## src/rtl/core/dsme_pkg.sv

```systemverilog
// Package with shared types and constants for the measurement extend block.
`timescale 1ns / 1ps
package dsme_pkg;

    typedef logic [255:0] t_word256;

    typedef enum logic [1:0] {
        OUTCOME_ADDED    = 2'd0,
        OUTCOME_PRESENT  = 2'd1,
        OUTCOME_REJECTED = 2'd2
    } t_outcome;

    localparam int unsigned NUM_REGS = 8;

    typedef enum logic [2:0] {
        REG_HOST_0 = 3'd0,
        REG_HOST_1 = 3'd1,
        REG_HOST_2 = 3'd2,
        REG_HOST_3 = 3'd3,
        REG_AGG_0  = 3'd4,
        REG_AGG_1  = 3'd5,
        REG_AGG_2  = 3'd6,
        REG_AGG_3  = 3'd7
    } t_reg_index;

    // Work handed from the front to the back: the point and what to do with it.
    typedef struct packed {
        t_word256 point;
        logic     do_aggregate;
        logic     do_extend;
        t_outcome outcome;
    } t_job;

    localparam logic [255:0] INIT_H = {
        32'h6a09e667, 32'hbb67ae85, 32'h3c6ef372, 32'ha54ff53a,
        32'h510e527f, 32'h9b05688c, 32'h1f83d9ab, 32'h5be0cd19
    };

    // Padding block for a 64-byte message.
    localparam logic [511:0] PAD_BLOCK = {32'h80000000, 448'd0, 32'd512};

    function automatic logic [31:0] round_k(input logic [5:0] idx);
        logic [31:0] k;
        unique case (idx)
            6'd0: k = 32'h428a2f98;  6'd1: k = 32'h71374491;
            6'd2: k = 32'hb5c0fbcf;  6'd3: k = 32'he9b5dba5;
            6'd4: k = 32'h3956c25b;  6'd5: k = 32'h59f111f1;
            6'd6: k = 32'h923f82a4;  6'd7: k = 32'hab1c5ed5;
            6'd8: k = 32'hd807aa98;  6'd9: k = 32'h12835b01;
            6'd10: k = 32'h243185be; 6'd11: k = 32'h550c7dc3;
            6'd12: k = 32'h72be5d74; 6'd13: k = 32'h80deb1fe;
            6'd14: k = 32'h9bdc06a7; 6'd15: k = 32'hc19bf174;
            6'd16: k = 32'he49b69c1; 6'd17: k = 32'hefbe4786;
            6'd18: k = 32'h0fc19dc6; 6'd19: k = 32'h240ca1cc;
            6'd20: k = 32'h2de92c6f; 6'd21: k = 32'h4a7484aa;
            6'd22: k = 32'h5cb0a9dc; 6'd23: k = 32'h76f988da;
            6'd24: k = 32'h983e5152; 6'd25: k = 32'ha831c66d;
            6'd26: k = 32'hb00327c8; 6'd27: k = 32'hbf597fc7;
            6'd28: k = 32'hc6e00bf3; 6'd29: k = 32'hd5a79147;
            6'd30: k = 32'h06ca6351; 6'd31: k = 32'h14292967;
            6'd32: k = 32'h27b70a85; 6'd33: k = 32'h2e1b2138;
            6'd34: k = 32'h4d2c6dfc; 6'd35: k = 32'h53380d13;
            6'd36: k = 32'h650a7354; 6'd37: k = 32'h766a0abb;
            6'd38: k = 32'h81c2c92e; 6'd39: k = 32'h92722c85;
            6'd40: k = 32'ha2bfe8a1; 6'd41: k = 32'ha81a664b;
            6'd42: k = 32'hc24b8b70; 6'd43: k = 32'hc76c51a3;
            6'd44: k = 32'hd192e819; 6'd45: k = 32'hd6990624;
            6'd46: k = 32'hf40e3585; 6'd47: k = 32'h106aa070;
            6'd48: k = 32'h19a4c116; 6'd49: k = 32'h1e376c08;
            6'd50: k = 32'h2748774c; 6'd51: k = 32'h34b0bcb5;
            6'd52: k = 32'h391c0cb3; 6'd53: k = 32'h4ed8aa4a;
            6'd54: k = 32'h5b9cca4f; 6'd55: k = 32'h682e6ff3;
            6'd56: k = 32'h748f82ee; 6'd57: k = 32'h78a5636f;
            6'd58: k = 32'h84c87814; 6'd59: k = 32'h8cc70208;
            6'd60: k = 32'h90befffa; 6'd61: k = 32'ha4506ceb;
            6'd62: k = 32'hbef9a3f7; 6'd63: k = 32'hc67178f2;
            default: k = 32'h0;
        endcase
        return k;
    endfunction

endpackage

```

## src/rtl/core/dsme_queue.sv

```systemverilog
// Two-entry job queue between front and back.
`timescale 1ns / 1ps
module dsme_queue (
    input  logic           i_clk,
    input  logic           i_rst_n,
    input  logic           i_valid,
    output logic           o_ready,
    input  dsme_pkg::t_job i_job,
    output logic           o_valid,
    input  logic           i_ready,
    output dsme_pkg::t_job o_job
);

    dsme_pkg::t_job r_q [2];
    logic           r_wp, r_rp;
    logic [1:0]     r_cnt;
    logic           push, pop;

    assign o_ready = (r_cnt != 2'd2);
    assign o_valid = (r_cnt != 2'd0);
    assign push    = i_valid && o_ready;
    assign pop     = o_valid && i_ready;
    assign o_job   = r_q[r_rp];

    always_ff @(posedge i_clk) begin
        if (push) begin
            r_q[r_wp] <= i_job;
        end
        if (!i_rst_n) begin
            r_wp <= 1'b0; r_rp <= 1'b0; r_cnt <= '0;
        end else begin
            if (push) r_wp <= !r_wp;
            if (pop)  r_rp <= !r_rp;
            r_cnt <= r_cnt + {1'b0, push} - {1'b0, pop};
        end
    end

endmodule

```

## config.mk

```make
export PLATFORM = sky130hd
export DESIGN_NAME = dsme_queue
export DESIGN_NICKNAME = d
export VERILOG_FILES = /design/src/rtl/core/dsme_pkg.sv /design/src/rtl/core/dsme_queue.sv
export SDC_FILE = /design/constraint.sdc
export NUM_CORES = 1
export LEC_CHECK = 0
export ABC_CLOCK_PERIOD_IN_PS = 12600
export BUFFER_PORTS_ARGS = -buffer_cell sky130_fd_sc_hd__buf_2
export CAP_MARGIN = 10
export CORE_AREA = 4 4 203 205
export DETAILED_ROUTE_END_ITERATION = 7
export DIE_AREA = 0 0 207 209
export PLACE_DENSITY = 0.84
export SLEW_MARGIN = 0
export SYNTH_ARGS = -nofsm -noshare
export SYNTH_HDL_FRONTEND = slang
export SYNTH_SLANG_ARGS = --single-unit
```

## constraint.sdc

```tcl
create_clock -name i_clk -period 12.6 [get_ports i_clk]
set_input_delay 1.26 -clock i_clk [delete_from_list [all_inputs] [get_ports i_clk]]
set_output_delay 1.26 -clock i_clk [all_outputs]
set_load 0.03 [all_outputs]
```

==> flow_metrics.env <==
export IMPL_status="complete, no violations"
export IMPL_grt_overflow_total=0
export IMPL_leakage_nw=9.51
export IMPL_vias_per_cell=5.11
export IMPL_final_cells=1967
export IMPL_root_buffer="clkbuf_16"
export IMPL_rows=73
export IMPL_hold_class="reg -> reg"
export IMPL_ys_warn_count=0
export IMPL_post_route_period_util_pct=42.2
export IMPL_die_x_um=207
export IMPL_cts_buffer_depth=3
export IMPL_syn_cell_area_um2=19800
export IMPL_critical_path_arrival_ns=4.05
export IMPL_io_buffers=525
export IMPL_final_max_slew_viol_count=0
export IMPL_insertion_delay_ns=0.57
export IMPL_rsz0062_at_grt="no"
export IMPL_critical_path_class="reg -> out"
export IMPL_drtIter0Drc=687
export IMPL_cts_tree="done"
export IMPL_ys_seq_area_share_pct=79.2
export IMPL_gp_congestion=0.813
export IMPL_fmax_mhz=188
export IMPL_synth_area_per_cell_um2=23.7
export IMPL_required_ns=11.34
export IMPL_area_growth_pct=23.6
export IMPL_grt_total_usage_pct=19.3
export IMPL_cpPeakStageDelay_ns=0.99
export IMPL_start_util_pct=50.3
export IMPL_path_delay_family="buffers and inverters"
export IMPL_die_h_um=209
export IMPL_yosys_register_bits=525
export IMPL_totalWireLength_um=43700
export IMPL_path_clk_slew_ns=0.06
export IMPL_r2r_start="r_cnt[0]"
export IMPL_clock_skew_ns=0.0121
export IMPL_fin_nets=1659
export IMPL_die_area_um2=43300
export IMPL_wire_per_inst_um=22.2
export IMPL_n_fill_cell=2708
export IMPL_cp_num_buf_inv=3
export IMPL_clock_sinks=525
export IMPL_setup_viol=0
export IMPL_cts_resized=0
export IMPL_dp_cells=1867
export IMPL_relSlewSlack_pct=26.9
export IMPL_htreeDepth=2
export IMPL_final_common_cell="buf_2"
export IMPL_start_kind="register"
export IMPL_synth_top_cell_area_share_pct=78.7
export IMPL_ant_nets=0
export IMPL_yosys_top_cells_area="edfxtp_1 79%, mux2_4 15%, mux2_2 3.4%"
export IMPL_fin_tns_setup_ns=0
export IMPL_syn_nets=1104
export IMPL_cp_end_kind="output pin"
export IMPL_netlist_instances=839
export IMPL_drc=0
export IMPL_p_per_area_nw_per_um2=201
export IMPL_antenna_found_initial=15
export IMPL_synth_cell_types=25
export IMPL_vias=10100
export IMPL_synth_edf_count=520
export IMPL_first_pass_iters=4
export IMPL_ios=526
export IMPL_synth_largest_area_cell="edfxtp_1"
export IMPL_min_period_ns=5.31
export IMPL_crit_fanout=134
export IMPL_grt_pass1_vias=10500
export IMPL_dp_hpwl_um=30100
export IMPL_grt_pass1_wl_um=63900
export IMPL_synthFlopType="edfxtp_1"
export IMPL_async_flop_share_pct=0
export IMPL_cts_setup_buffers=0
export IMPL_hp_start="r_rp"
export IMPL_core_area_um2=39500
export IMPL_tightest_slew_ns=1.10
export IMPL_final_cell_mix="525 x buf_2, 520 x edfxtp_1, 200 x mux2_4, 60 x mux2_2, 51 x clkbuf_16"
export IMPL_cts_inserted_buffers=50
export IMPL_drive_above_1_share_pct=61.2
export IMPL_holdBufCountCts=0
export IMPL_drv_cap=0
export IMPL_hold_viol=0
export IMPL_path_cells="buf_12, buf_4, mux2_4, buf_2"
export IMPL_critPathSlowestCell="dfxtp_4"
export IMPL_ir_drop_mv=0.167
export IMPL_grt_max_degree=135
[routing by layer]
layer	wire length, um	global-route usage [%]
met1	15300	22.3
met2	22600	33.4
met3	4580	7.67
met4	1150	6.22
met5	75	0
[registers in the layout (all words and copies together) (netlist names), named ones only]
signal  count
r_q       520
r_cnt       2
r_rp        1
r_wp        1
[worst paths after layout]
check                     to  slack, ns  depth (start not counted)
hold reg to reg         r_rp       0.51                          2
setup / recovery  o_job[128]       7.29                          4
hold / removal          r_rp       0.51                          2
setup reg to reg  r_q[0][90]       9.78                          4
[kinds of logic (layout without fill, tap and decap cells)]
family / after synthesis / count (layout) / synth area share (%)
flip-flops: 525 / 525 / 79.2
multiplexers: 260 / 260 / 18.5
buffers and inverters: 31 / 626 / 1.49
AND/OR/NAND/NOR: 15 / 15 / 0.441
AO/OA/AOI/OAI: 6 / 6 / 0.221
adder cells (fa/ha/maj): 1 / 1 / 0.0630
XOR/XNOR: 1 / 1 / 0.0441
other: 0 / 8 / 0
[synthesized netlist by cell type (2+ instances only)]
cell type  instances
edfxtp_1         520
mux2_4           200
mux2_2            60
buf_6             23
buf_2              6
dfxtp_1            5
nor2_1             4
and3_1             2
inv_1              2
o21ai_0            2
[tightest hold or removal path, stage by stage, from the launching register on]
cell and delay [ns]:
dfxtp_1 0.32, xor2_1 0.08, nor2_1 0.07
[through the flow]
stage                     hold WS, ns  setup slack, ns  utilization, %  cell area, um^2  total power (W)
final                           0.507             7.29            62.1            24500          0.00494
after floorplan                 0.472             4.71               -            19800          0.00326
after detailed placement        0.496             7.86            58.1            22900          0.00355
after CTS                       0.516             7.22            62.1            24500          0.00499
after global placement          0.490             7.91            58.1            22900          0.00352
after global routing            0.570             7.08            62.1            24500          0.00513
[layout make-up]
cell class | count | area, um^2 | share of cell area [%]
antenna | 8 | 20.0 | 0.0816
clock buffer | 58 | 1310 | 5.35
clock inverter | 34 | 267 | 1.09
inverter | 2 | 15.0 | 0.0612
multi-input combinational | 283 | 3840 | 15.6
sequential | 525 | 15700 | 64.1
tap | 525 | 657 | 2.68
timing repair buffer | 532 | 2690 | 11.0
[where the power goes]
| group | internal (W) | switching [W] |
|---|---|---|
| logic | 0.000505 | 0.000808 |
| registers | 0.00212 | 0.0000714 |
| clock network | 0.000811 | 0.000617 |
| total | 0.00344 | 0.00150 |
Note: power is estimated with default switching activity, not from simulation.
