--- src/rtl/core/dsme_pkg.sv ---
// Package with shared types and constants for the measurement extend block.
`timescale 1ns / 1ps
package dsme_pkg;

    typedef logic [255:0] t_word256;

    typedef enum logic [1:0] {
        OUTCOME_ADDED    = 2'd0,
        OUTCOME_PRESENT  = 2'd1,
        OUTCOME_REJECTED = 2'd2
    } t_outcome;

    localparam int unsigned NUM_REGS = 8;

    typedef enum logic [2:0] {
        REG_HOST_0 = 3'd0,
        REG_HOST_1 = 3'd1,
        REG_HOST_2 = 3'd2,
        REG_HOST_3 = 3'd3,
        REG_AGG_0  = 3'd4,
        REG_AGG_1  = 3'd5,
        REG_AGG_2  = 3'd6,
        REG_AGG_3  = 3'd7
    } t_reg_index;

    // Work handed from the front to the back: the point and what to do with it.
    typedef struct packed {
        t_word256 point;
        logic     do_aggregate;
        logic     do_extend;
        t_outcome outcome;
    } t_job;

    localparam logic [255:0] INIT_H = {
        32'h6a09e667, 32'hbb67ae85, 32'h3c6ef372, 32'ha54ff53a,
        32'h510e527f, 32'h9b05688c, 32'h1f83d9ab, 32'h5be0cd19
    };

    // Padding block for a 64-byte message.
    localparam logic [511:0] PAD_BLOCK = {32'h80000000, 448'd0, 32'd512};

    function automatic logic [31:0] round_k(input logic [5:0] idx);
        logic [31:0] k;
        unique case (idx)
            6'd0: k = 32'h428a2f98;  6'd1: k = 32'h71374491;
            6'd2: k = 32'hb5c0fbcf;  6'd3: k = 32'he9b5dba5;
            6'd4: k = 32'h3956c25b;  6'd5: k = 32'h59f111f1;
            6'd6: k = 32'h923f82a4;  6'd7: k = 32'hab1c5ed5;
            6'd8: k = 32'hd807aa98;  6'd9: k = 32'h12835b01;
            6'd10: k = 32'h243185be; 6'd11: k = 32'h550c7dc3;
            6'd12: k = 32'h72be5d74; 6'd13: k = 32'h80deb1fe;
            6'd14: k = 32'h9bdc06a7; 6'd15: k = 32'hc19bf174;
            6'd16: k = 32'he49b69c1; 6'd17: k = 32'hefbe4786;
            6'd18: k = 32'h0fc19dc6; 6'd19: k = 32'h240ca1cc;
            6'd20: k = 32'h2de92c6f; 6'd21: k = 32'h4a7484aa;
            6'd22: k = 32'h5cb0a9dc; 6'd23: k = 32'h76f988da;
            6'd24: k = 32'h983e5152; 6'd25: k = 32'ha831c66d;
            6'd26: k = 32'hb00327c8; 6'd27: k = 32'hbf597fc7;
            6'd28: k = 32'hc6e00bf3; 6'd29: k = 32'hd5a79147;
            6'd30: k = 32'h06ca6351; 6'd31: k = 32'h14292967;
            6'd32: k = 32'h27b70a85; 6'd33: k = 32'h2e1b2138;
            6'd34: k = 32'h4d2c6dfc; 6'd35: k = 32'h53380d13;
            6'd36: k = 32'h650a7354; 6'd37: k = 32'h766a0abb;
            6'd38: k = 32'h81c2c92e; 6'd39: k = 32'h92722c85;
            6'd40: k = 32'ha2bfe8a1; 6'd41: k = 32'ha81a664b;
            6'd42: k = 32'hc24b8b70; 6'd43: k = 32'hc76c51a3;
            6'd44: k = 32'hd192e819; 6'd45: k = 32'hd6990624;
            6'd46: k = 32'hf40e3585; 6'd47: k = 32'h106aa070;
            6'd48: k = 32'h19a4c116; 6'd49: k = 32'h1e376c08;
            6'd50: k = 32'h2748774c; 6'd51: k = 32'h34b0bcb5;
            6'd52: k = 32'h391c0cb3; 6'd53: k = 32'h4ed8aa4a;
            6'd54: k = 32'h5b9cca4f; 6'd55: k = 32'h682e6ff3;
            6'd56: k = 32'h748f82ee; 6'd57: k = 32'h78a5636f;
            6'd58: k = 32'h84c87814; 6'd59: k = 32'h8cc70208;
            6'd60: k = 32'h90befffa; 6'd61: k = 32'ha4506ceb;
            6'd62: k = 32'hbef9a3f7; 6'd63: k = 32'hc67178f2;
            default: k = 32'h0;
        endcase
        return k;
    endfunction

endpackage

--- src/rtl/core/dsme_sha_core.sv ---
// One SHA-256 compression, one round per cycle.
`timescale 1ns / 1ps
module dsme_sha_core (
    input  logic         i_clk,
    input  logic         i_rst_n,
    input  logic         i_start,
    input  logic [255:0] i_h,
    input  logic [511:0] i_block,
    output logic         o_done,
    output logic [255:0] o_h
);

    logic [31:0]  r_w [16];
    logic [31:0]  r_v [8];
    logic [255:0] r_h;
    logic [5:0]   r_round;
    logic         r_busy;
    logic         r_done;

    logic [31:0] n_wnew, s0w, s1w, s0, s1, ch, maj, t1, t2;

    always_comb begin
        s0w = {r_w[1][6:0], r_w[1][31:7]} ^ {r_w[1][17:0], r_w[1][31:18]} ^ (r_w[1] >> 3);
        s1w = {r_w[14][16:0], r_w[14][31:17]} ^ {r_w[14][18:0], r_w[14][31:19]}
            ^ (r_w[14] >> 10);
        n_wnew = r_w[0] + s0w + r_w[9] + s1w;
        s1 = {r_v[4][5:0], r_v[4][31:6]} ^ {r_v[4][10:0], r_v[4][31:11]}
           ^ {r_v[4][24:0], r_v[4][31:25]};
        ch = (r_v[4] & r_v[5]) ^ (~r_v[4] & r_v[6]);
        t1 = r_v[7] + s1 + ch + dsme_pkg::round_k(r_round) + r_w[0];
        s0 = {r_v[0][1:0], r_v[0][31:2]} ^ {r_v[0][12:0], r_v[0][31:13]}
           ^ {r_v[0][21:0], r_v[0][31:22]};
        maj = (r_v[0] & r_v[1]) ^ (r_v[0] & r_v[2]) ^ (r_v[1] & r_v[2]);
        t2 = s0 + maj;
    end

    always_ff @(posedge i_clk) begin
        if (!i_rst_n) begin
            r_busy  <= 1'b0;
            r_done  <= 1'b0;
            r_round <= '0;
        end else begin
            r_done <= 1'b0;
            if (i_start) begin
                r_busy  <= 1'b1;
                r_round <= '0;
                r_h     <= i_h;
                for (int i = 0; i < 16; i++) begin
                    r_w[i] <= i_block[511 - 32*i -: 32];
                end
                for (int i = 0; i < 8; i++) begin
                    r_v[i] <= i_h[255 - 32*i -: 32];
                end
            end else if (r_busy) begin
                for (int i = 0; i < 15; i++) begin
                    r_w[i] <= r_w[i+1];
                end
                r_w[15] <= n_wnew;
                r_v[7] <= r_v[6]; r_v[6] <= r_v[5]; r_v[5] <= r_v[4];
                r_v[4] <= r_v[3] + t1;
                r_v[3] <= r_v[2]; r_v[2] <= r_v[1]; r_v[1] <= r_v[0];
                r_v[0] <= t1 + t2;
                r_round <= r_round + 6'd1;
                if (r_round == 6'd63) begin
                    r_busy <= 1'b0;
                    r_done <= 1'b1;
                end
            end
        end
    end

    always_comb begin
        for (int i = 0; i < 8; i++) begin
            o_h[255 - 32*i -: 32] = r_h[255 - 32*i -: 32] + r_v[i];
        end
    end
    assign o_done = r_done;

endmodule

--- src/rtl/core/dsme_back.sv ---
// Back end: runs the extends for a job and holds the result word.
`timescale 1ns / 1ps
module dsme_back (
    input  logic           i_clk,
    input  logic           i_rst_n,
    input  logic           i_valid,
    output logic           o_ready,
    input  dsme_pkg::t_job i_job,
    input  logic [255:0]   i_host,
    input  logic [255:0]   i_aggregate,
    output logic           o_valid,
    input  logic           i_ready,
    output logic [1:0]     o_outcome,
    output logic [255:0]   o_digest
);

    typedef enum logic [2:0] {S_IDLE, S_PREP, S_C1, S_C2, S_C3, S_C4, S_OUT} t_state;

    t_state         r_state;
    dsme_pkg::t_job r_job;
    logic [255:0]   r_digest;
    logic           r_start;
    logic [255:0]   r_h_in;
    logic [511:0]   r_blk;
    logic           core_done;
    logic [255:0]   core_h;

    dsme_sha_core u_core (
        .i_clk   (i_clk),
        .i_rst_n (i_rst_n),
        .i_start (r_start),
        .i_h     (r_h_in),
        .i_block (r_blk),
        .o_done  (core_done),
        .o_h     (core_h)
    );

    always_ff @(posedge i_clk) begin
        if (!i_rst_n) begin
            r_state  <= S_IDLE;
            r_digest <= '0;
            r_start  <= 1'b0;
        end else begin
            r_start <= 1'b0;
            unique case (r_state)
                S_IDLE: begin
                    if (i_valid) begin
                        r_job <= i_job;
                        r_state <= S_PREP;
                    end
                end
                S_PREP: begin
                    // Pick the next value to extend, aggregate first.
                    if (r_job.do_aggregate) begin
                        r_job.do_aggregate <= 1'b0;
                        r_h_in  <= dsme_pkg::INIT_H;
                        r_blk   <= {i_host, i_aggregate};
                        r_start <= 1'b1;
                        r_state <= S_C1;
                    end else if (r_job.do_extend) begin
                        r_job.do_extend <= 1'b0;
                        r_h_in  <= dsme_pkg::INIT_H;
                        r_blk   <= {i_host, r_job.point};
                        r_start <= 1'b1;
                        r_state <= S_C1;
                    end else begin
                        r_state <= S_OUT;
                    end
                end
                S_C1: if (core_done) begin
                    r_h_in <= core_h; r_blk <= dsme_pkg::PAD_BLOCK;
                    r_start <= 1'b1; r_state <= S_C2;
                end
                S_C2: if (core_done) begin
                    r_h_in <= dsme_pkg::INIT_H; r_blk <= {r_digest, core_h};
                    r_start <= 1'b1; r_state <= S_C3;
                end
                S_C3: if (core_done) begin
                    r_h_in <= core_h; r_blk <= dsme_pkg::PAD_BLOCK;
                    r_start <= 1'b1; r_state <= S_C4;
                end
                S_C4: if (core_done) begin
                    r_digest <= core_h;
                    r_state <= S_PREP;
                end
                S_OUT: if (i_ready) r_state <= S_IDLE;
                default: r_state <= S_IDLE;
            endcase
        end
    end

    assign o_ready   = (r_state == S_IDLE);
    assign o_valid   = (r_state == S_OUT);
    assign o_outcome = r_job.outcome;
    assign o_digest  = r_digest;

endmodule

--- config.mk ---
export PLATFORM = sky130hd
export DESIGN_NAME = dsme_back
export DESIGN_NICKNAME = d
export VERILOG_FILES = /design/src/rtl/core/dsme_pkg.sv /design/src/rtl/core/dsme_sha_core.sv /design/src/rtl/core/dsme_back.sv
export SDC_FILE = /design/constraint.sdc
export NUM_CORES = 2
export LEC_CHECK = 0
export BUFFER_PORTS_ARGS = -buffer_cell sky130_fd_sc_hd__buf_2
export CAP_MARGIN = 20
export CORE_ASPECT_RATIO = 1.1
export CORE_MARGIN = 5
export CORE_UTILIZATION = 50
export DETAILED_ROUTE_END_ITERATION = 7
export GPL_TIMING_DRIVEN = 1
export MAX_ROUTING_LAYER = met4
export PLACE_DENSITY = 0.71
export SETUP_SLACK_MARGIN = 0.15
export SYNTH_ARGS = -nofsm -noshare
export SYNTH_HDL_FRONTEND = slang
export SYNTH_HIERARCHICAL = 1
export SYNTH_SLANG_ARGS = --single-unit
--- constraint.sdc ---
create_clock -name i_clk -period 81.1 [get_ports i_clk]
set_clock_uncertainty 0.15 [all_clocks]
set_input_delay 12.165 -clock i_clk [delete_from_list [all_inputs] [get_ports i_clk]]
set_output_delay 12.165 -clock i_clk [all_outputs]
set_load 0.01 [all_outputs]
==> summary.md <==
| Metric | Value |
|---|---|
| Yosys warns | `6` |
| Post-synthesis sequential area ratio | `~56%` |
| Routed vias/inst | `between 6 and 7` |
| Io pins | `~1000` |
| Critical path origin | `i_rst_n` |
| Worst hold path type | `reg2reg` |
| Worst setup endpoint | `u_core/r_w[1][170]` |
| CTS max path bufs | `4` |
| GRT Overall Usage | `approximately 41%` |
| CTS clk-pin slew, worst paths | `about 0.06 ns` |
| Simple-gate share of the synthesized area | `around 16%` |
| Iter 0 DRT Violations | `14800` |
| DR DRC count | `0` |
| Final hold vios | `0` |
| Setup bufs post-CTS | `0` |
| Seq pwr share | `between 30% and 40%` |
| First-pass GRT wire length | `between 700 and 800 mm` |
| CP max-delay cell | `buf_4` |
| Die Footprint | `roughly 250000 sq um` |
| CORE AREA | `roughly 240000 sq um` |
| Setup_tns | `0 ns` |
| Post-Syn Nets | `12800` |
| Max-cap viol count | `0` |
| Drt wl/cell | `~33 um` |
| Slew of the pin with the lowest slew margin | `~1.3 ns` |
| Root buf cell | `clkbuf_16` |
| Delay-heaviest family, CP | `buffers and inverters` |
| Die span in y | `approximately 520 um` |
| RePlAce Congestion | `1.07` |
| Die Width | `between 400 and 500 um` |
| Critical R2R Capture | `u_core/r_v[0][31]` |
| Worst reg-to-reg setup slack | `72.21 ns` |
| Yosys top cell area share | `roughly 51%` |
| Switching power | `~1.2 mW` |
| CTS Hold Bufs | `0` |
| Total design power | `between 3 and 4 mW` |
| CTS sink count | `2352` |
| Drt pass-1 iters | `8` |
| Synth area leaders | `edfxtp_1, nand2_1, dfxtp_1, ha_1, fa_1` |
| Clock power frac | `approximately a third` |
| TritonCTS clock tree | `done` |
| Port Buffers | `approximately 1000` |
| Critical path buffers and inverters | `6` |
| Fraction of layout cells with a size suffix above 1 | `13.5%` |
| RR Startpoint | `u_core/r_v[1][13]` |
| Reg2reg path depth | `27` |
| WP data required | `81.50 ns` |
| Most frequent cells in the layout | `nand2_1, edfxtp_1, buf_2` |
| Pint | `2.41 mW` |
| Switching share of power | `approximately 34%` |
| Cell Count, Final, Fillers Out | `between 15000 and 20000` |
| Final nets | `~14000` |
| Count of cell types in the netlist | `115` |
| Final count of pins violating max slew | `0` |
| Syn_area_per_cell | `10.5 sq um` |
| Commonest non-fill, non-tap cell in the layout | `nand2_1` |
| Maximum VDD drop | `26.9 uV` |
| Remaining antenna violation count after routing | `0` |
| Outcome | `finished clean` |
| Crit-path most repeated cell | `buf_4` |
| Largest family of logic cells by synthesized area | `simple AND/OR/NAND/NOR gates` |
| Multiplexer share of the synthesized area | `2.50%` |
| Vias in the first global route | `around 90000` |
| Initial Util | `about half` |
| Post-CTS sizing | `0` |
| Pin count of the biggest net entering global routing | `170` |
| Via count | `approximately 97000` |
| Pwr dens | `26.7 nW/um^2` |
| Clk_lat worst skew | `roughly 0.96 ns` |
| Number of synthesized register bits | `around 2400` |
| CP Depth | `7` |
| Leak | `between 50 and 60 nW` |
| Crit-path cells | `buf_2, o21a_4, buf_4, buf_4, buf_4, buf_4, buf_4` |
| Initial antenna violation count | `40` |
| Fin crit share | `20.9%` |
| F_max | `between 0.05 and 0.06 GHz` |
| Comb pwr share | `between 20 and 30%` |
| CP Max Fanout | `75` |
| Post-synth design cell area | `between 100000 and 150000 sq um` |
| Post-synthesis compound-gate area fraction | `10.7%` |
| CP Capture Type | `flop` |
| Dpl cells | `15100` |
| Max incr delay on CP | `approximately 0.9 ns` |
| Total grt overflow | `0` |
| Synth async-reset ratio | `0%` |
| Area Overhead vs Synth | `13.4%` |
| DP HPWL | `roughly 400 mm` |
| Final Critical Period | `16.94 ns` |
| EDFF count, synth | `just over 2000` |
| Num CTS Buffers | `roughly 250` |
| Crit start category | `input port` |
| Routed WL | `between 500 and 600 mm` |
| Crit path arrival time | `17.34 ns` |
| Max H-tree Level | `4` |
| Synth Area in XOR/XNOR | `4.13%` |
| RSZ-0062 raised after global routing | `false` |
| Cell row count | `roughly 190` |
| Setup violations, final | `0` |
| Yosys top cell by area | `edfxtp_1` |
| Worst Setup Path Type | `in2reg` |
| Syn Inst Count | `around 11000` |
| Synth Area in Adders | `under 10%` |
| Slew margin rel. | `between 10% and 20%` |
| Post-synth top flop | `edfxtp_1` |
## per-stage QoR
step	setup WS, ns	cell area, sq um	utilization (%)	hold WS [ns]
finish	64.16	136000	57.0	0.268
CTS	64.34	136000	57.0	0.263
detailed placement	63.33	128000	53.5	0.281
global route	64.05	136000	57.0	0.299
floorplan	29.39	120000	-	0.276
global placement	63.44	128000	53.5	0.279
## cell type report
type	count	area (sq um)
Multi-Input combinational cell	8143	48700
Clock inverter	124	1440
Fill cell	20500	103000
Inverter	303	1150
Tap cell	3135	3920
Antenna cell	28	70.1
Sequential cell	2352	67600
Clock buffer	333	6860
Timing Repair Buffer	1179	6360
## routing by layer
layer / routed length, um / part of all wire [%] / up-vias / GRT usage [%]
met4: 41800 / 8.0 / 0 / 25.8
met2: 229000 / 44 / 6344 / 60.9
met3: 55700 / 11 / 1105 / 8.94
li1: - / - / 41300 / -
met5: 0 / 0 / - / -
met1: 194000 / 37 / 47700 / 52.2
## worst min path at each step
stage                 from              end  slack [ns]  depth (start not counted)
2_1_floorplan    r_h_in[0]    u_core/r_h[0]        0.28                          0
3_3_place_gp    r_h_in[13]   u_core/r_h[13]        0.28                          0
3_5_place_dp   r_h_in[245]  u_core/r_h[245]        0.28                          0
4_1_cts        r_h_in[227]  u_core/r_h[227]        0.26                          0
5_1_grt         r_h_in[20]   u_core/r_h[20]        0.30                          0
6_report       r_h_in[227]  u_core/r_h[227]        0.27                          0
## sequential cells by signal (all words and copies together), names as in the netlist, named ones only
name	count
r_blk	512
u_core/r_w	512
u_core/r_v	256
u_core/r_busy	1
u_core/r_h	256
o_digest	256
r_job	258
r_h_in	256
o_outcome	2
r_start	1
r_state	3
u_core/o_done	1
u_core/r_round	6
## synthesized netlist by cell type (195+ instances only)
| library cell | n |
|---|---|
| a21oi_1 | 606 |
| edfxtp_1 | 2052 |
| inv_1 | 296 |
| nor2_1 | 264 |
| dfxtp_1 | 300 |
| xnor2_1 | 434 |
| mux2i_1 | 272 |
| a21o_1 | 204 |
| fa_1 | 195 |
| o21ai_0 | 772 |
| clkbuf_1 | 440 |
| ha_1 | 390 |
| nand2_1 | 3596 |
## worst reg2reg max path, cell delays in order (launching register included)
cell and delay, ns:
edfxtp_1 0.90, xnor2_1 0.19, xnor2_1 0.21, fa_1 0.50
fa_1 0.51, inv_1 0.05, fa_1 0.49, inv_1 0.08
ha_1 0.27, a21o_1 0.20, a21oi_2 0.22, nor4_2 0.08
nor3_2 0.32, a221oi_2 0.13, a221o_2 0.41, a31oi_4 0.27
o21ai_0 0.14, xnor2_1 0.83, fa_1 0.59, ha_1 0.37
a21o_1 0.19, a21o_1 0.17, a21oi_1 0.13, o21ai_0 0.18
o41ai_2 0.43, o21ai_1 0.15, xnor2_1 0.27, o21ai_1 0.10
## power groups by stage
stage	registers [mW]	clock network [mW]	logic, mW
finish	1.40	1.18	1.05
global route	1.40	1.24	1.11
CTS	1.40	1.19	1.03
detailed placement	1.43	0	1.02
global placement	1.43	0	1.01
floorplan	1.44	0	0.642
## cells by family after synthesis
logic type	Yosys count
AND/OR/NAND/NOR	4560
flip-flops	2352
AO/OA/AOI/OAI	2114
buffers and inverters	931
adder cells (fa/ha/maj)	607
XOR/XNOR	566
multiplexers	296
No activity file was read; power rests on OpenSTA's default activity.
